`config.mk`:
```
export PLATFORM = sky130hd
export DESIGN_NAME = sha256_stream_hasher_core
export DESIGN_NICKNAME = d
export VERILOG_FILES = /design/src/design/s256_pkg.sv /design/src/design/sha256_stream_hasher_core.sv
export SDC_FILE = /design/constraint.sdc
export NUM_CORES = 2
export LEC_CHECK = 0
export BUFFER_PORTS_ARGS = -buffer_cell sky130_fd_sc_hd__buf_2
export CORE_ASPECT_RATIO = 0.75
export CORE_MARGIN = 10
export CORE_UTILIZATION = 28
export CTS_BUF_LIST = sky130_fd_sc_hd__clkbuf_16
export CTS_CLUSTER_DIAMETER = 60
export DETAILED_ROUTE_END_ITERATION = 10
export MAX_ROUTING_LAYER = met4
export PLACE_DENSITY = 0.45
export SYNTH_ARGS = -nofsm -noshare
export SYNTH_HDL_FRONTEND = slang
export SYNTH_SLANG_ARGS = --single-unit
```
`constraint.sdc`:
```
create_clock -name clk -period 24.5 [get_ports clk]
set_input_delay 2.45 -clock clk [delete_from_list [all_inputs] [get_ports clk]]
set_output_delay 2.45 -clock clk [all_outputs]
set_load 0.01 [all_outputs]
```
`src/design/s256_pkg.sv`:
```
// sha-256 package: initial hash values, round constants and round functions
// no dependencies
`timescale 1ns / 1ps
package s256_pkg;

  localparam int unsigned BlockBytes = 64;
  localparam int unsigned BlockAw = 6;
  localparam int unsigned LenOffset = 56;

  typedef logic [31:0] word_t;

  function automatic word_t init_word(input logic [2:0] idx);
    word_t r;
    unique case (idx)
      3'd0: r = 32'h6a09e667;
      3'd1: r = 32'hbb67ae85;
      3'd2: r = 32'h3c6ef372;
      3'd3: r = 32'ha54ff53a;
      3'd4: r = 32'h510e527f;
      3'd5: r = 32'h9b05688c;
      3'd6: r = 32'h1f83d9ab;
      default: r = 32'h5be0cd19;
    endcase
    return r;
  endfunction

  localparam word_t RoundK [64] = '{
    32'h428a2f98, 32'h71374491, 32'hb5c0fbcf, 32'he9b5dba5,
    32'h3956c25b, 32'h59f111f1, 32'h923f82a4, 32'hab1c5ed5,
    32'hd807aa98, 32'h12835b01, 32'h243185be, 32'h550c7dc3,
    32'h72be5d74, 32'h80deb1fe, 32'h9bdc06a7, 32'hc19bf174,
    32'he49b69c1, 32'hefbe4786, 32'h0fc19dc6, 32'h240ca1cc,
    32'h2de92c6f, 32'h4a7484aa, 32'h5cb0a9dc, 32'h76f988da,
    32'h983e5152, 32'ha831c66d, 32'hb00327c8, 32'hbf597fc7,
    32'hc6e00bf3, 32'hd5a79147, 32'h06ca6351, 32'h14292967,
    32'h27b70a85, 32'h2e1b2138, 32'h4d2c6dfc, 32'h53380d13,
    32'h650a7354, 32'h766a0abb, 32'h81c2c92e, 32'h92722c85,
    32'ha2bfe8a1, 32'ha81a664b, 32'hc24b8b70, 32'hc76c51a3,
    32'hd192e819, 32'hd6990624, 32'hf40e3585, 32'h106aa070,
    32'h19a4c116, 32'h1e376c08, 32'h2748774c, 32'h34b0bcb5,
    32'h391c0cb3, 32'h4ed8aa4a, 32'h5b9cca4f, 32'h682e6ff3,
    32'h748f82ee, 32'h78a5636f, 32'h84c87814, 32'h8cc70208,
    32'h90befffa, 32'ha4506ceb, 32'hbef9a3f7, 32'hc67178f2
  };

  function automatic word_t rotr(input word_t x, input int unsigned n);
    return (x >> n) | (x << (32 - n));
  endfunction

  function automatic word_t ssig0(input word_t x);
    return rotr(x, 7) ^ rotr(x, 18) ^ (x >> 3);
  endfunction

  function automatic word_t ssig1(input word_t x);
    return rotr(x, 17) ^ rotr(x, 19) ^ (x >> 10);
  endfunction

  function automatic word_t bsig0(input word_t x);
    return rotr(x, 2) ^ rotr(x, 13) ^ rotr(x, 22);
  endfunction

  function automatic word_t bsig1(input word_t x);
    return rotr(x, 6) ^ rotr(x, 11) ^ rotr(x, 25);
  endfunction

endpackage

```
`src/design/sha256_stream_hasher_core.sv`:
```
// sha-256 core: byte gathering, padding, shared round unit, digest output; needs s256_pkg
// a plain byte is stored; a byte that fills a block starts the rounds and the chaining add
// end of message: a padding walk, the rounds and an add, then 8 output words;
// a marker past byte 55 costs one extra walk and block compression first; a just filled block is compressed first
// throughput: one item at a time, not ready while a block or the digest is in progress
// reset: chaining words to the initial values, byte count to zero, output empty
`timescale 1ns / 1ps
module sha256_stream_hasher_core (
  input  logic        clk,
  input  logic        rst,
  input  logic        s_tvalid,
  output logic        s_tready,
  input  logic [7:0]  s_tdata,   // data_byte
  input  logic        s_tuser,   // has_byte
  input  logic        s_tlast,   // end_of_message
  output logic        m_tvalid,
  input  logic        m_tready,
  output logic [39:0] m_tdata,   // digest_word, word_index, zero fill
  output logic        m_tlast    // last_word
);
  import s256_pkg::*;

  localparam logic [2:0] ST_IDLE = 3'd0;
  localparam logic [2:0] ST_PAD  = 3'd1;
  localparam logic [2:0] ST_RND  = 3'd2;
  localparam logic [2:0] ST_ADD  = 3'd3;
  localparam logic [2:0] ST_OUT  = 3'd4;

  logic [2:0]  state;
  logic [63:0] byte_total;
  word_t       chain [8];
  word_t       v [8];
  word_t       w [16];
  logic [5:0]  cnt;
  logic        final_blk;
  logic        pad_pending;
  logic        pad_first;
  logic [2:0]  oidx;

  word_t t1, t2, wn;
  logic  take;
  logic [5:0] pos;
  logic [5:0] pos_next;
  logic [63:0] bits;

  assign s_tready = (state == ST_IDLE);
  assign take = s_tvalid && s_tready;
  assign pos = byte_total[BlockAw-1:0];
  assign pos_next = pos + {5'd0, s_tuser};
  assign bits = {byte_total[60:0], 3'b000};

  assign wn = ssig1(w[14]) + w[9] + ssig0(w[1]) + w[0];
  assign t1 = v[7] + bsig1(v[4]) + ((v[4] & v[5]) ^ (~v[4] & v[6])) + RoundK[cnt] + w[0];
  assign t2 = bsig0(v[0]) + ((v[0] & v[1]) ^ (v[0] & v[2]) ^ (v[1] & v[2]));

  assign m_tvalid = (state == ST_OUT);
  assign m_tdata = {5'd0, oidx, chain[oidx]};
  assign m_tlast = (oidx == 3'd7);

  always_ff @(posedge clk) begin
    if (rst) begin
      state <= ST_IDLE;
      byte_total <= '0;
      for (int i = 0; i < 8; i++) chain[i] <= init_word(3'(i));
      cnt <= '0;
      final_blk <= 1'b0;
      pad_pending <= 1'b0;
      pad_first <= 1'b0;
      oidx <= '0;
    end else begin
      unique case (state)
        ST_IDLE: begin
          if (take) begin
            if (s_tuser) begin
              w[pos[5:2]][{~pos[1:0], 3'b000} +: 8] <= s_tdata;
              byte_total <= byte_total + 64'd1;
            end
            if (s_tuser && pos == 6'd63) begin
              for (int i = 0; i < 8; i++) v[i] <= chain[i];
              cnt <= '0;
              final_blk <= 1'b0;
              pad_pending <= s_tlast;
              pad_first <= 1'b1;
              state <= ST_RND;
            end else if (s_tlast) begin
              cnt <= pos_next;
              pad_first <= 1'b1;
              final_blk <= (pos_next < 6'(LenOffset));
              state <= ST_PAD;
            end
          end
        end
        ST_PAD: begin
          if (final_blk && cnt == 6'(LenOffset)) begin
            w[14] <= bits[63:32];
            w[15] <= bits[31:0];
            for (int i = 0; i < 8; i++) v[i] <= chain[i];
            cnt <= '0;
            state <= ST_RND;
          end else begin
            w[cnt[5:2]][{~cnt[1:0], 3'b000} +: 8] <= pad_first ? 8'h80 : 8'h00;
            pad_first <= 1'b0;
            if (cnt == 6'd63) begin
              for (int i = 0; i < 8; i++) v[i] <= chain[i];
              pad_pending <= 1'b1;
              state <= ST_RND;
            end
            cnt <= cnt + 6'd1;
          end
        end
        ST_RND: begin
          v[7] <= v[6]; v[6] <= v[5]; v[5] <= v[4]; v[4] <= v[3] + t1;
          v[3] <= v[2]; v[2] <= v[1]; v[1] <= v[0]; v[0] <= t1 + t2;
          for (int i = 0; i < 15; i++) w[i] <= w[i+1];
          w[15] <= wn;
          cnt <= cnt + 6'd1;
          if (cnt == 6'd63) state <= ST_ADD;
        end
        ST_ADD: begin
          for (int i = 0; i < 8; i++) chain[i] <= chain[i] + v[i];
          if (final_blk) begin
            oidx <= '0;
            state <= ST_OUT;
          end else if (pad_pending) begin
            pad_pending <= 1'b0;
            final_blk <= 1'b1;
            cnt <= '0;
            state <= ST_PAD;
          end else begin
            state <= ST_IDLE;
          end
        end
        ST_OUT: begin
          if (m_tready) begin
            oidx <= oidx + 3'd1;
            if (oidx == 3'd7) begin
              for (int i = 0; i < 8; i++) chain[i] <= init_word(3'(i));
              byte_total <= '0;
              final_blk <= 1'b0;
              state <= ST_IDLE;
            end
          end
        end
        default: state <= ST_IDLE;
      endcase
    end
  end

endmodule
```
== Yosys cells after proc, flatten, opt, wreduce, memory -nomap -nowiden ==
Memories as Yosys holds them, arrays and structs flattened. A register that Yosys moved wholly into a read port is not among the register bits.
Cells that the tools add are included.
Widths: inputs -> output; s select.

* Register bits after elaboration: 79
* Bits in writable memories: 1024
* Memory bits (read-only): 2048
* Input port bits: 14
* Output and inout bits: 43
* Word-level logic and storage cells: 327
* Memories: 4

{| class="wikitable"
|+ Memories
! memory !! words !! bits a word !! rd ports !! clocked after Yosys merged registers in !! wr ports !! line !! RTL
|-
| (no name shown) || 64 || 32 || 1 || 0 || 0 || sha256_stream_hasher_core.sv:53 || <nowiki>assign t1 = v[7] + bsig1(v[4]) + ((v[4] & v[5]) ^ (~v[4] & v[6])) + RoundK[cnt] + w[0];</nowiki>
|-
| w || 16 || 32 || 16 || 0 || 16 || sha256_stream_hasher_core.sv:33 || <nowiki>word_t w [16];</nowiki>
|-
| chain || 8 || 32 || 9 || 1 || 8 || sha256_stream_hasher_core.sv:31 || <nowiki>word_t chain [8];</nowiki>
|-
| v || 8 || 32 || 8 || 0 || 8 || sha256_stream_hasher_core.sv:32 || <nowiki>word_t v [8];</nowiki>
|}

* Add/subtract/negate cells: 24
* Order comparisons: 2
* Equality and inequality tests: 21
* Shift-type cells: 4
* Mux-type cells: 174
* Bitwise operators: 72
* Reduce and logical (&&, ||, !) cells: 19

{| class="wikitable"
|+ Operators by type and width
! cell !! count
|-
| $mux 32 || 90
|-
| $add 32x32->32 || 18
|-
| $xor 32x32->32 || 9
|-
| $mux 64 || 4
|-
| $and 32x32->32 || 5
|-
| $pmux 64 s2 || 1
|-
| $add 64x1->64 const B || 1
|-
| $reduce_or 32->1 || 2
|-
| $shift 8x7->32 const A || 2
|-
| $shiftx 8x7->32 || 2
|-
| $mux 1 || 51
|-
| $or 1x1->1 || 42
|-
| $mux 3 || 13
|-
| $mux 6 || 6
|-
| $not 32->32 || 1
|-
| $or 10x32->32 || 1
|-
| $or 13x32->32 || 1
|-
| $or 14x32->32 || 1
|-
| $or 15x32->32 || 1
|-
| $or 19x32->32 || 1
|-
| $or 21x32->32 || 1
|-
| $or 25x32->32 || 1
|-
| $or 26x32->32 || 1
|-
| $or 30x32->32 || 1
|-
| 35 further kinds || 60
|}

== Logic depth before layout (Yosys ltp) ==
* Word-level depth: 10
* Gate-level depth with buffers: 44
* Depth with buffers taken out: 42

== Least setup slack after synthesis ==
OpenSTA, ideal clock, no wires.

* Path kind: register to register
* Start point: reg cnt[0]
* End point: mem v[0][31] (netlist bit), data pin
* Arrival: 8.673 ns
* Slack: 15.560 ns
* Stages on the path, launching flop included: 39
* Clock period less this slack: 8.940 ns
* Cell sequence: dfxtp_1 -> clkbuf_1 -> clkinv_1 -> ha_1 -> and2_1 -> clkbuf_1 -> a21oi_1 -> a211oi_1 -> a31oi_1 -> o221ai_1 -> fa_1 -> fa_1 -> inv_1 -> fa_1 -> inv_1 -> ha_1 -> a21o_1 -> a21oi_1 -> [3 not listed] -> a21oi_1 -> o21bai_1 -> xor2_1 -> inv_1 -> fa_1 -> inv_1 -> ha_1 -> a2111oi_0 -> a21oi_1 -> a31oi_1 -> o31a_1 -> a2bb2oi_1 -> a21oi_1 -> or2_1 -> o21ai_0 -> xnor2_1 -> xnor2_1 -> o21ai_1

{| class="wikitable"
|+ RTL lines
! item !! line !! RTL
|-
| start: declaration || sha256_stream_hasher_core.sv:34 || <nowiki>logic [5:0] cnt;</nowiki>
|-
| start signal: assignment || sha256_stream_hasher_core.sv:86 || <nowiki>cnt <= pos_next;</nowiki>
|-
| start signal: assignment || sha256_stream_hasher_core.sv:108 || <nowiki>cnt <= cnt + 6'd1;</nowiki>
|-
| start signal: assignment || sha256_stream_hasher_core.sv:116 || <nowiki>cnt <= cnt + 6'd1;</nowiki>
|-
| end: declaration || sha256_stream_hasher_core.sv:32 ||
|}

==> flow_summary.toml <==
[status]
run_status = "finished, final reports clean"

[synthesis]
syn-instance-count = 7700
ys.flop_type = "sky130_fd_sc_hd__edfxtp_1"
synth_area_mm2 = 0.07278
synth-warning-count = 0
synth-async-reset-ratio = 0
synth-edff-count = 896
synth-seq-cells = 1103
synth.lib_cells_used.distinct = 97
seq_area_frac_synth = 0.4266
synth_area_per_cell_um2 = 9.452

[place]
gp_routability_congestion = 0.9540
half_perimeter_wire_length_of_the_detailed_placement_result_um = 215200
numPortBuffers = 51

[grt]
grt_pass1_vias = 54374
grt_antenna_before_repair = 11
grt_first_pass_wirelength_um = 408300
maximum_number_of_pins_on_one_net_before_global_route_repair = 127
grt_use_total = 0.2015
globalRouteOverflowTotal = 0

[clock_network]
worst_skew_pair.late_latency_ns = 0.88
ctsResizeCount = 0
clock-sinks = 1103
cts_tree = "built"
clock-root-buffer = "sky130_fd_sc_hd__clkbuf_16"
cts-hold-fix-buffers = 0
ctsLongestPathBuffers = 4
tritoncts.num_buffers = 153
htreeDepth = 4
clk_pin_slew_worst_paths_ns = 0.06
cts_setup_buffers = 0

[floorplanning]
core.rowCount = 162
chipHeight_um = 461.5
die_w_um = 608.7
initial_utilization = 0.2807
ioPinCount = 57
placeableCoreArea_mm2 = 0.2592
floorplan.die_area_mm2 = 0.2809

[min_path]
min-delay-start = "w[10][26]$_DFFE_PP_"
hold_path_depth = 2
timing.hold.worst_endpoint = "w[9][26]$_DFFE_PP_"
min-delay-path-class = "register to register"

[sta]
unrepaired_setup_endpoints_after_global_routing = "no"
tightest_slew_ns = 1.309
max_clock_freq_mhz = 84.99
final_hold_viol_count = 0
slew-limit-headroom = 0.1184
post-route-min-period_ns = 11.77
final_max_slew_viol_count = 0
period_share = 0.4803
setup_viol = 0
totalNegativeSetupSlack_ns = 0
clock-skew-final_ns = 0.1196

[final_layout]
layout_common_cells = "sky130_fd_sc_hd__nand2_1 (1865), sky130_fd_sc_hd__edfxtp_1 (896), sky130_fd_sc_hd__nor2_1 (410)"
final_core_util = 0.3155
area_growth_syn_to_layout_pct = 12.39
most_common_cell_after_layout_fill_and_taps_aside = "sky130_fd_sc_hd__nand2_1"
final_layout_size_suffix_gt1_frac = 0.07652
final_nets = 8255

[power_and_ir_drop]
power-per-cell-area_mw_per_mm2 = 88.17
vdd_ir_drop_max_mv = 0.08096
p_leak_nw = 32.79

[detailed_routing]
detailedRoute.firstPassIterationCount = 5
drt_wl_total_um = 286500
detail_route.iter0.violations = 6286
via_count = 58557
remaining_drc_errors = 0
number_of_vias_per_cell = 5.221
detail-route-antenna-nets = 0
wl_per_cell_um = 25.55

[worst_setup_path]
timing_worst_setup_path_type = "register to register"
crit_path_start_kind = "register"
cpPeakStageDelay_ns = 1.02
critical_path.reg2reg.endpoint = "v[0][31]$_DFFE_PP_"
reg2reg_setup_slack_ns = 12.73
cp.required_ns = 25.04
r2r.worst_path.cells = 37
critical_path_peak_fanout = 33
critical-path-top-cell-by-count = "sky130_fd_sc_hd__a21oi_1"
crit_path_top_delay_cell = "sky130_fd_sc_hd__ha_1"
rr_startpoint = "cnt[0]$_SDFFE_PP0P_"
crit_arrival_ns = 12.30
crit_path_end_kind = "register"

[flow_run]
max_cap_viol_count = 0
[power by group]
part | leakage (nW) | internal, W | switching (W)
clock network | 2.44 | 0.00124 | 0.000921
registers | 9.67 | 0.00203 | 0.0000195
logic | 20.7 | 0.00119 | 0.00182
[worst max-delay path by stage]
stage                              from            endpoint  slack [ns]  cells past startpoint
floorplan           cnt[0]$_SDFFE_PP0P_  v[0][31]$_DFFE_PP_       15.56                     38
global placement    cnt[0]$_SDFFE_PP0P_  v[0][31]$_DFFE_PP_       12.97                     36
detailed placement  cnt[0]$_SDFFE_PP0P_  v[0][31]$_DFFE_PP_       12.95                     37
CTS                 cnt[0]$_SDFFE_PP0P_  v[0][31]$_DFFE_PP_       12.91                     37
global route        cnt[0]$_SDFFE_PP0P_  v[0][31]$_DFFE_PP_       12.16                     37
finish              cnt[0]$_SDFFE_PP0P_  v[0][31]$_DFFE_PP_       12.73                     37
[flip-flops by register name, summed over array words and instances (netlist names), named ones only]
| name | cells |
|---|---|
| pad_first | 1 |
| state | 3 |
| oidx | 3 |
| cnt | 6 |
| v | 256 |
| w | 512 |
| final_blk | 1 |
| byte_total | 61 |
| chain | 256 |
| pad_pending | 1 |
[final cells by class]
type	instances	area, um^2
Antenna cell	9	22.52
Clock buffer	156	3904
Clock inverter	113	824.5
Fill cell	26738	177400
Inverter	330	1241
Multi-Input combinational cell	5862	39050
Sequential cell	1103	31070
Tap cell	3444	4309
Timing Repair Buffer	199	1386
[Yosys cell counts, types with 37 or more instances]
cell type | instances | area, um^2
sky130_fd_sc_hd__o21a_1 | 75 | 563.0
sky130_fd_sc_hd__edfxtp_1 | 896 | 26910
sky130_fd_sc_hd__ha_1 | 397 | 4967
sky130_fd_sc_hd__fa_1 | 195 | 3904
sky130_fd_sc_hd__dfxtp_1 | 207 | 4144
sky130_fd_sc_hd__mux2_2 | 53 | 596.8
sky130_fd_sc_hd__o21bai_1 | 49 | 367.9
sky130_fd_sc_hd__xnor2_1 | 379 | 3319
sky130_fd_sc_hd__a31oi_1 | 55 | 344.1
sky130_fd_sc_hd__o21ai_0 | 407 | 2037
sky130_fd_sc_hd__nand2b_1 | 72 | 450.4
sky130_fd_sc_hd__inv_1 | 325 | 1220
sky130_fd_sc_hd__nand2_1 | 1870 | 7019
sky130_fd_sc_hd__mux4_2 | 67 | 1509
sky130_fd_sc_hd__xor2_1 | 237 | 2076
sky130_fd_sc_hd__buf_1 | 37 | 138.9
sky130_fd_sc_hd__and3_1 | 45 | 281.5
sky130_fd_sc_hd__nor2b_1 | 63 | 394.1
sky130_fd_sc_hd__o21ai_1 | 76 | 380.4
sky130_fd_sc_hd__a21o_1 | 220 | 1652
sky130_fd_sc_hd__a21oi_1 | 408 | 2042
sky130_fd_sc_hd__clkbuf_1 | 366 | 1374
sky130_fd_sc_hd__a211oi_1 | 48 | 360.4
sky130_fd_sc_hd__nor3_1 | 123 | 615.6
sky130_fd_sc_hd__nand3_1 | 131 | 655.6
sky130_fd_sc_hd__nor2_1 | 415 | 1558
[per-layer routing]
layer | GRT usage | vias to the layer above | wire length (um)
li1 | - | 26876 | -
met1 | 0.3121 | 29205 | 145800
met2 | 0.2669 | 2138 | 111700
met3 | 0.03966 | 338 | 23250
met4 | 0.03795 | 0 | 5880
met5 | - | - | 0
[cell families after synthesis]
family                   Yosys count  synth area share
other                              1        0.00005152
XOR/XNOR                         616           0.07413
buffers and inverters            739           0.03839
adder cells (fa/ha/maj)          595            0.1223
AO/OA/AOI/OAI                   1642            0.1427
flip-flops                      1103            0.4266
multiplexers                     137           0.03127
AND/OR/NAND/NOR                 2867            0.1645
[metrics by stage]
stage          std cells  setup WS, ns  instance area (um^2)  power, W  hold WS (ns)
2_1_floorplan       7704         15.56                 72800  0.004227        0.4546
3_3_place_gp       10936         12.97                 77040  0.005006        0.4692
3_5_place_dp       10936         12.95                 77040  0.005021        0.4797
4_1_cts            11205         12.91                 81770  0.007218        0.4573
5_1_grt            11212         12.16                 81790  0.007649        0.4723
6_report           11216         12.73                 81800  0.007212        0.4648
[worst max-delay path: cells and delay by family (launching register included)]
kind	cells	cell delay, ns
fa+ha+maj	7	3.41
xor+xnor	3	0.51
flops	1	0.31
buf+inv	6	1.36
compound gates	19	5.10
simple gates	2	0.75
(Power assumes the default switching activity.)
